### config.mk
export PLATFORM = sky130hd
export DESIGN_NAME = nfa_regex_matcher_unit
export DESIGN_NICKNAME = d
export VERILOG_FILES = /design/src/rtl/nrm_pkg.sv /design/src/rtl/nrm_ram.sv /design/src/rtl/nfa_regex_matcher_unit.sv
export SDC_FILE = /design/constraint.sdc
export NUM_CORES = 2
export LEC_CHECK = 0
export ABC_AREA = 1
export BUFFER_PORTS_ARGS = -buffer_cell sky130_fd_sc_hd__buf_4
export CELL_PAD_IN_SITES_DETAIL_PLACEMENT = 1
export CELL_PAD_IN_SITES_GLOBAL_PLACEMENT = 2
export CORE_UTILIZATION = 38
export CTS_CLUSTER_DIAMETER = 200
export DETAILED_ROUTE_END_ITERATION = 10
export PLACE_DENSITY = 0.88
export SKIP_CTS_REPAIR_TIMING = 1
export SLEW_MARGIN = 20
export SYNTH_ARGS = -nofsm -noshare
export SYNTH_HDL_FRONTEND = slang
export SYNTH_SLANG_ARGS = --single-unit
### constraint.sdc
create_clock -name i_clk -period 7.21 [get_ports i_clk]
set_clock_uncertainty 0.1 [all_clocks]
set_input_delay 0.721 -clock i_clk [delete_from_list [all_inputs] [get_ports i_clk]]
set_output_delay 0.721 -clock i_clk [all_outputs]
set_load 0.01 [all_outputs]
### src/rtl/nrm_pkg.sv
`timescale 1ns / 1ps
package nrm_pkg;
    localparam int MAX_STATES_DEF = 64;
    localparam int SLOT_W = 6;
    localparam int SYM_W = 8;
    localparam int ENTRY_W = 22;

    localparam logic [1:0] OP_LOAD  = 2'd0;
    localparam logic [1:0] OP_START = 2'd1;
    localparam logic [1:0] OP_CHAR  = 2'd2;

    localparam logic [1:0] KIND_LITERAL = 2'd0;
    localparam logic [1:0] KIND_ANY     = 2'd1;
    localparam logic [1:0] KIND_BRANCH  = 2'd2;
    localparam logic [1:0] KIND_MATCH   = 2'd3;

    typedef enum logic [2:0] {
        ST_IDLE,
        ST_SCAN_RD,
        ST_SCAN_CHK,
        ST_CL_RD,
        ST_CL_CHK,
        ST_REPORT
    } t_state;
endpackage

### src/rtl/nrm_ram.sv
`timescale 1ns / 1ps
module nrm_ram #(
    parameter int WIDTH = 8,
    parameter int DEPTH = 64
) (
    input  logic                     i_clk,
    input  logic                     i_we,
    input  logic [$clog2(DEPTH)-1:0] i_waddr,
    input  logic [WIDTH-1:0]         i_wdata,
    input  logic [$clog2(DEPTH)-1:0] i_raddr,
    output logic [WIDTH-1:0]         o_rdata
);
    logic [WIDTH-1:0] r_mem [DEPTH];

    // single write port, registered read
    always_ff @(posedge i_clk) begin
        if (i_we) begin
            r_mem[i_waddr] <= i_wdata;
        end
        o_rdata <= r_mem[i_raddr];
    end
endmodule

### src/rtl/nfa_regex_matcher_unit.sv
`timescale 1ns / 1ps
// Thompson NFA matcher. Load the table with op 0, begin with op 1, feed characters with
// op 2. busy is high while a transaction is worked on; one result strobe (o_valid) follows
// each accepted transaction and cannot be held off. A load and op 3 go straight to the
// report; a start runs a closure from the start slot. A character scans the active set slot
// by slot, and each active slot that matches can start a closure pass over its successor
// that visits entries until nothing is pending; all table reads go through the single
// registered port of the table RAM. Each result reports the set after the transaction.
// Active, match and closure work masks live in flip-flops.
module nfa_regex_matcher_unit
    import nrm_pkg::*;
#(
    parameter int MAX_STATES = MAX_STATES_DEF
) (
    input  logic              i_clk,
    input  logic              i_rst_n,
    input  logic              start,
    output logic              busy,
    input  logic [1:0]        i_op,
    input  logic [SLOT_W-1:0] i_entry_index,
    input  logic [1:0]        i_entry_kind,
    input  logic [SYM_W-1:0]  i_entry_symbol,
    input  logic [SLOT_W-1:0] i_entry_next,
    input  logic [SLOT_W-1:0] i_entry_next_alt,
    input  logic [SLOT_W-1:0] i_start_slot,
    input  logic [SYM_W-1:0]  i_char_in,
    output logic              o_valid,
    output logic              o_set_empty,
    output logic              o_accepting
);
    localparam int AW = $clog2(MAX_STATES);
    localparam int CW = $clog2(MAX_STATES + 1);

    t_state r_state, n_state;
    logic [MAX_STATES-1:0] r_active, n_active;
    logic [MAX_STATES-1:0] r_next, n_next;
    logic [MAX_STATES-1:0] r_mark, n_mark;
    logic [MAX_STATES-1:0] r_pend, n_pend;
    logic [MAX_STATES-1:0] r_ismatch, n_ismatch;
    logic [CW-1:0] r_scan, n_scan;
    logic [AW-1:0] r_cur, n_cur;
    logic [SYM_W-1:0] r_ch, n_ch;
    logic r_is_char, n_is_char;
    logic r_valid, n_valid;
    logic r_empty, r_acc;

    logic we;
    logic [AW-1:0] raddr, waddr;
    logic [ENTRY_W-1:0] rdata, wdata;
    logic [1:0] rd_kind;
    logic [SYM_W-1:0] rd_sym;
    logic [SLOT_W-1:0] rd_next, rd_alt;

    nrm_ram #(.WIDTH(ENTRY_W), .DEPTH(MAX_STATES)) u_table (
        .i_clk(i_clk), .i_we(we), .i_waddr(waddr), .i_wdata(wdata),
        .i_raddr(raddr), .o_rdata(rdata)
    );

    assign {rd_kind, rd_sym, rd_next, rd_alt} = rdata;
    assign waddr = AW'(i_entry_index);
    assign wdata = {i_entry_kind, i_entry_symbol, i_entry_next, i_entry_next_alt};
    assign busy = (r_state != ST_IDLE);
    assign o_valid = r_valid;
    assign o_set_empty = r_empty;
    assign o_accepting = r_acc;

    // state and datapath registers
    always_ff @(posedge i_clk) begin
        if (!i_rst_n) begin
            r_state <= ST_IDLE;
            r_active <= '0;
            r_pend <= '0;
            r_valid <= 1'b0;
        end else begin
            r_state <= n_state;
            r_active <= n_active;
            r_pend <= n_pend;
            r_valid <= n_valid;
        end
        r_next <= n_next;
        r_mark <= n_mark;
        r_ismatch <= n_ismatch;
        r_scan <= n_scan;
        r_cur <= n_cur;
        r_ch <= n_ch;
        r_is_char <= n_is_char;
        if (r_state == ST_REPORT) begin
            r_empty <= (r_active == '0);
            r_acc <= ((r_active & r_ismatch) != '0);
        end
    end

    // sequencer: loads, start closures, and the active-set scan with a closure over a pending mask
    always_comb begin
        logic in0, in1;
        logic [AW-1:0] s0, s1, pick;
        n_state = r_state;
        n_active = r_active;
        n_next = r_next;
        n_mark = r_mark;
        n_pend = r_pend;
        n_ismatch = r_ismatch;
        n_scan = r_scan;
        n_cur = r_cur;
        n_ch = r_ch;
        n_is_char = r_is_char;
        n_valid = 1'b0;
        we = 1'b0;
        raddr = r_cur;
        in0 = ({{(32-SLOT_W){1'b0}}, rd_next} < MAX_STATES);
        in1 = ({{(32-SLOT_W){1'b0}}, rd_alt} < MAX_STATES);
        s0 = AW'(rd_next);
        s1 = AW'(rd_alt);
        // lowest pending slot
        pick = '0;
        for (int i = MAX_STATES - 1; i >= 0; i--) begin
            if (r_pend[i]) begin
                pick = AW'(i);
            end
        end
        case (r_state)
            ST_IDLE: begin
                if (start) begin
                    n_ch = i_char_in;
                    n_mark = '0;
                    n_pend = '0;
                    n_state = ST_REPORT;
                    case (i_op)
                        OP_LOAD: begin
                            we = ({{(32-SLOT_W){1'b0}}, i_entry_index} < MAX_STATES);
                            // keep the match mask in step with the table
                            if (we) begin
                                n_ismatch[waddr] = (i_entry_kind == KIND_MATCH);
                            end
                        end
                        OP_START: begin
                            n_is_char = 1'b0;
                            n_next = '0;
                            n_ismatch = '0;
                            if ({{(32-SLOT_W){1'b0}}, i_start_slot} < MAX_STATES) begin
                                n_pend[AW'(i_start_slot)] = 1'b1;
                                n_mark[AW'(i_start_slot)] = 1'b1;
                                n_state = ST_CL_RD;
                            end else begin
                                n_active = '0;
                            end
                        end
                        OP_CHAR: begin
                            n_is_char = 1'b1;
                            n_next = '0;
                            n_ismatch = '0;
                            n_scan = '0;
                            n_state = ST_SCAN_RD;
                        end
                        default: ;
                    endcase
                end
            end
            ST_SCAN_RD: begin
                if (r_scan == CW'(MAX_STATES)) begin
                    n_active = r_next;
                    n_state = ST_REPORT;
                end else if (r_active[r_scan[AW-1:0]]) begin
                    raddr = r_scan[AW-1:0];
                    n_state = ST_SCAN_CHK;
                end else begin
                    n_scan = r_scan + 1'b1;
                end
            end
            ST_SCAN_CHK: begin
                n_scan = r_scan + 1'b1;
                n_state = ST_SCAN_RD;
                if ((rd_kind == KIND_ANY || (rd_kind == KIND_LITERAL && rd_sym == r_ch))
                    && in0 && !r_mark[s0]) begin
                    n_mark[s0] = 1'b1;
                    n_pend[s0] = 1'b1;
                    n_state = ST_CL_RD;
                end
            end
            ST_CL_RD: begin
                if (r_pend == '0) begin
                    if (r_is_char) begin
                        n_state = ST_SCAN_RD;
                    end else begin
                        n_active = r_next;
                        n_state = ST_REPORT;
                    end
                end else begin
                    raddr = pick;
                    n_cur = pick;
                    n_pend[pick] = 1'b0;
                    n_state = ST_CL_CHK;
                end
            end
            ST_CL_CHK: begin
                n_state = ST_CL_RD;
                if (rd_kind == KIND_BRANCH) begin
                    if (in0 && !r_mark[s0]) begin
                        n_pend[s0] = 1'b1;
                        n_mark[s0] = 1'b1;
                    end
                    if (in1 && !n_mark[s1]) begin
                        n_pend[s1] = 1'b1;
                        n_mark[s1] = 1'b1;
                    end
                end else begin
                    n_next[r_cur] = 1'b1;
                    n_ismatch[r_cur] = (rd_kind == KIND_MATCH);
                end
            end
            ST_REPORT: begin
                n_valid = 1'b1;
                n_state = ST_IDLE;
            end
            default: n_state = ST_IDLE;
        endcase
    end

    // checks
    a_one_result: assert property (@(posedge i_clk) disable iff (!i_rst_n)
        (r_state == ST_REPORT) |=> (o_valid && !busy))
        else $error("result strobe missing");
    a_no_stray: assert property (@(posedge i_clk) disable iff (!i_rst_n)
        o_valid |-> $past(r_state == ST_REPORT))
        else $error("stray result");
    a_pend_marked: assert property (@(posedge i_clk) disable iff (!i_rst_n)
        (r_pend & ~r_mark) == '0)
        else $error("pending slot without visit mark");
    a_empty_flag: assert property (@(posedge i_clk) disable iff (!i_rst_n)
        o_valid |-> (o_set_empty == (r_active == '0)))
        else $error("empty flag mismatch");
endmodule

* Word-level counts from Yosys, hierarchy flattened
Memory sizes are Yosys's and may differ from the RTL's. A register that Yosys moved wholly into a read port is not among the register bits. Index checks and enable logic that the tools add are counted.
Operators by class: add/sub/neg operators 1, order comparisons 13, equal/unequal tests 27, mux-type cells 137, bitwise logic cells 8, reduce and logical (&&, ||, !) cells 33
Operators by type and width (count):
- two-way mux 64 bit | 23
- one-hot mux 64 bit (2 select lines) | 4
- two-way mux 6 bit | 67
- bitwise OR 64 bit | 5
- one-hot mux 64 bit (4 select lines) | 1
- one-hot mux 64 bit (3 select lines) | 1
- AND 64 bit | 2
- bitwise mux 64 bit | 2
- logical NOT 64 bit | 2
- NOT 64 bit | 1
- nonzero test 64 bit | 1
- < comparator 6 x 7 -> 1 bit, second input constant | 7
- demux 1 bit (select 6 bit) | 6
- greater-or-equal comparator 6 x 1 -> 1 bit, second input constant | 6
- two-way mux 7 bit | 4
- inequality test 2 bit, second input constant | 11
- one-hot mux 7 bit (3 select lines) | 1
- binary-select mux 1 bit (select 6 bit) | 3
- AND reduction 4 bit | 4
- two-way mux 1 bit | 15
- two-way mux 3 bit | 5
- one-hot mux 3 bit (5 select lines) | 1
- one-hot mux 6 bit (2 select lines) | 1
- AND reduction 5 bit | 2
- other kinds (25) | 44
Word-level totals: register bits 348, RAM bits 1408, input bits 47, memories kept 1
Memories:
- u_table.r_mem | depth 64, width 22, rd ports 1, clocked after Yosys merged registers in 1, write ports 1, line nrm_ram.sv:13 | logic [WIDTH-1:0] r_mem [DEPTH];

* Logic depth before layout (Yosys ltp)
depth after elaboration 72, gate-level depth with buffers 78, gate-level depth less buffers 77

* Cells and area by module
Synthesis repeated with hierarchy kept, for this count alone.
Second synthesis, totals: cells, all modules 8247, area total of the unflattened synthesis 80686.1 µm²
Modules (own cells, without submodules):
- nrm_ram | instances 1, cells an instance 4801, area an instance 57214.9 µm², sequential area each 42721.0 µm²
- nfa_regex_matcher_unit | instances 1, cells an instance 3446, area an instance 23471.3 µm², sequential area each 9128.8 µm²

* Least setup slack after synthesis
Ideal clock, no wire load.
path kind reg2reg, from register u_table.o_rdata[6] (read register of u_table.r_mem), to register r_mark[0] (enable), library setup time 0.565 ns, arrival 6.263 ns, data required time 6.545 ns, path slack 0.282 ns, stages on the path, launching flop included 16, period minus slack after synthesis 6.928 ns, path through dfxtp_1 -> inv_1 -> nor3_1 -> clkinv_1 -> o21ai_0 -> a221oi_1 -> nand3_1 -> o21ai_0 -> nand2_1 -> a221oi_1 -> nand2_1 -> inv_1 -> nand3_1 -> nand2_1 -> nand2_1 -> nor3_1
Between the ends: longest elaborated chain between the ends 6
RTL lines:
- start, declared | line nrm_ram.sv:11 | output logic [WIDTH-1:0] o_rdata
- binary-select mux 1 bit (select 6 bit) | line nfa_regex_matcher_unit.sv:174 | && in0 && !r_mark[s0]) begin
- two-way mux 1 bit (implied by the code) | line nfa_regex_matcher_unit.sv:174
- logical NOT 1 bit
- logical AND 1 bit | line nfa_regex_matcher_unit.sv:174
- inequality test 2 bit (no line)
- AND reduction 4 bit (no line)
- end signal, assigned | line nfa_regex_matcher_unit.sv:81 | r_mark <= n_mark;
- end, declared | line nfa_regex_matcher_unit.sv:37 | logic [MAX_STATES-1:0] r_mark, n_mark;
No other way between the ends. The select of a mux whose other input is x is not followed. A chain may end at the register's enable or synchronous reset.

* Worst setup path in the final report
from register r_pend[62], to register u_table.o_rdata[20] (read register of u_table.r_mem)
Between the ends: longest elaborated chain between the ends 65, elaborated cells between the ends (all ways) 66
RTL lines:
- start, declared | line nfa_regex_matcher_unit.sv:38 | logic [MAX_STATES-1:0] r_pend, n_pend;
- start signal, assigned | line nfa_regex_matcher_unit.sv:77 | r_pend <= n_pend;
- two-way mux 6 bit (63 in series) | line nfa_regex_matcher_unit.sv:117 | if (r_pend[i]) begin
- two-way mux 6 bit *
- one-hot mux 6 bit (2 select lines) * | line nfa_regex_matcher_unit.sv:121 | case (r_state)
Every way passes the cells marked *; elsewhere a longest branch is shown, timed or not.

==> impl_metrics.csv <==
group,metric,value,unit
die,pin_count,51,
timing,worstMarginPinSlew,1.208,ns
global_route,overflow,0,
synth,postSynth.asyncResetShare,0,%
clock_tree,cts_buffers,193,
worst_setup_path,cp_max_fo,25,
worst_setup_path,reg2reg_from,"r_pend[62]$_SDFFE_PN0P_",
worst_setup_path,cp_data_arrival_time,7.28,ns
synth,synth-edff-count,1624,
place,port_buffers,50,
worst_setup_path,crit_path_start_kind,"flop",
layout,register_area,0.05185,mm²
die,dieArea,0.2248,mm²
synth,yosysWarnings,0,
die,core,0.2206,mm²
timing,max_freq,0.1511,GHz
layout,finalNetCount,8819,
global_route,grt_max_degree,154,
global_route,grt_pass1_wl,467.8,mm
layout,multiInputGateArea,0.02573,mm²
job,cap_violations,0,
hold_path,hp-start,"i_entry_kind[1]",
layout,final_cell_mix,"edfxtp_1 (1624), nand3_1 (1529), nand2_1 (1503)",
synth,synth.cell_area,0.08469,mm²
routing,dr.first_iter.drc_count,7753,
timing,hold_viol,0,
power_and_ir_drop,vdd_drop_max,0.4114,mV
die,initial_utilization,38.39,%
clock_tree,clock-root-buffer,"clkbuf_16",
routing,dr.pass1.iters,8,
global_route,antenna_found_initial,10,
routing,drc,0,
synth,yosys.cell_types.count,47,
routing,routed_via_density,5.823,
worst_setup_path,crit_start,"r_pend[62]$_SDFFE_PN0P_",
synth,syn_nets,8818,
layout,drive_gt1_share,7.770,%
timing,drv_slew,0,
power_and_ir_drop,p_leak,37.04,nW
hold_path,hp-class,"input port to flop",
clock_tree,htreeDepth,4,
worst_setup_path,slowest_stage,"dfxtp_1",
clock_tree,cts_sinks,1778,
timing,setup_viol,0,
die,rows,172,
place,post-place-cells,11520,
timing,tns,0,ns
run_status,status,"finished, final reports clean",
worst_setup_path,critPathMostFrequentCell,"nand2_1",
timing,rsz0062_at_grt,"no",
synth,ys_seq_area_share,61.22,%
layout,areaGrowthSynthToFinish,13.24,%
clock_tree,clk_pin_slew,0.06,ns
worst_setup_path,rr_worst_depth,77,
place,dp_hpwl,193.0,mm
timing,min_period_over_period,91.79,%
power_and_ir_drop,p_per_area,455.4,mW/mm²
routing,vias,69280,
layout,fillers,24550,
timing,max-slew-margin-rel,19.04,%
synth,syn_inst,8765,
global_route,grt_pass1_vias,70930,
clock_tree,cts_buffer_depth,3,
worst_setup_path,required,7.87,ns
synth,ys_ff_latch,1778,
routing,wl,320.8,mm
clock_tree,cts_tree,"done",
place,gp_congestion,0.9447,
routing,wl_per_cell,26.97,µm
synth,synth.avg_cell_area,9.662,µm²
worst_setup_path,max_stage_delay,0.42,ns
timing,fin_crit,6.618,ns
clock_tree,clk_latency,0.91,ns
routing,postRouteAntennaNets,0,
die,fp.dieH,474.1,µm
worst_setup_path,critPathKind,"flop to flop",
synth,synthFlopType,"edfxtp_1",
die,die_w,474.1,µm
layout,final_cells,11900,
global_route,grt.total_usage,27.98,%
layout,final_common_cell,"edfxtp_1",
hold_path,worst_hold_path.num_cells,1,
worst_setup_path,endpoint_kind,"flop",
==> registers in the layout, summed over array words and instances (netlist names), 7 cells and up <==
| name | count |
|---|---|
| r_active | 64 |
| r_ch | 8 |
| r_ismatch | 64 |
| r_mark | 64 |
| r_next | 64 |
| r_pend | 64 |
| r_scan | 7 |
| u_table.o_rdata | 22 |
| u_table.r_mem | 1408 |
==> metrics by stage <==
stage / hold WS (ns) / total power, mW / utilization [%] / setup WS, ns / cell area (µm²)
global route: 0.07567 / 45.25 / 43.47 / 0.006641 / 95880
finish: 0.1164 / 43.68 / 43.47 / 0.5917 / 95900
detailed placement: 0.3933 / 33.29 / 40.55 / 0.6046 / 89450
floorplan: 0.3713 / 24.31 / - / 0.2816 / 84690
global placement: 0.3760 / 32.80 / 40.55 / 0.4261 / 89450
CTS: -0.1675 / 43.31 / 43.41 / 0.5353 / 95760
==> per-layer routing <==
metal  vias up  wire length, µm  track usage, %
met5         -               58               0
met4         8            17550           14.58
met3       808            26220           4.309
met2      3256           149800           45.50
met1     35140           127200           36.01
li1      30070                -               -
==> cells in the mapped netlist, drive strengths merged, types with 3 or more instances <==
library cell,n,area share [%]
clkbuf,334,1.5
xor2,3,0.031
nor2,498,2.2
nand3b,440,3.9
nand4,23,0.17
a21oi,231,1.4
inv,1370,6.1
nor3,98,0.59
o2111ai,20,0.21
nand2,1510,6.7
o31ai,50,0.44
o221ai,46,0.48
a221oi,89,0.92
ha,6,0.089
xnor2,4,0.041
o22ai,96,0.71
o21ai,282,1.7
a22o,3,0.031
edfxtp,1624,58
dfxtp,154,3.6
o41ai,5,0.052
nand3,1534,9.1
a31oi,5,0.037
nor4,26,0.20
o211ai,79,0.70
buf,179,1.2
o311ai,5,0.052
a22oi,16,0.14
or2,6,0.044
clkinv,18,0.080
==> path summary, 6_finish.rpt <==
kind	slack, ns	to
worst max register to register	0.59	u_table.o_rdata[20]$_DFF_P_
worst min-delay path	0.12	u_table.r_mem[8][21]$_DFFE_PP_
worst min register to register	0.39	r_active[25]$_SDFFE_PN0P_
worst max-delay path	0.59	u_table.o_rdata[20]$_DFF_P_
==> kinds of logic after synthesis <==
group | after synthesis | synth area share, %
compound gates | 937 | 6.900
xor+xnor | 7 | 0.07240
fa+ha+maj | 6 | 0.08864
buf+inv | 1901 | 8.828
flops | 1778 | 61.22
simple gates | 4136 | 22.89
==> area by class of cell <==
| cell class | count | area share, % |
|---|---|---|
| inverters | 1388 | 5.455 |
| well taps | 2958 | 3.859 |
| repair buffers | 319 | 3.182 |
| clock buffers | 279 | 5.561 |
| clock inverters | 82 | 1.026 |
| multi-input cells | 5086 | 26.83 |
| diodes | 7 | 0.01827 |
| flip-flops and latches | 1778 | 54.07 |
==> report_power, final <==
group          leakage (nW)  switching, mW  internal, mW
Sequential             16.0          0.545          12.2
Clock                  3.05           4.40          5.59
Combinational          18.0           15.5          5.48
Total                  37.0           20.5          23.2
==> critical path, delay by kind of cell (launching register included) <==
family	cells	cell delay, ns
simple gates	74	5.42
buf+inv	3	0.51
flops	1	0.42
No activity file was read; power rests on OpenSTA's default activity.
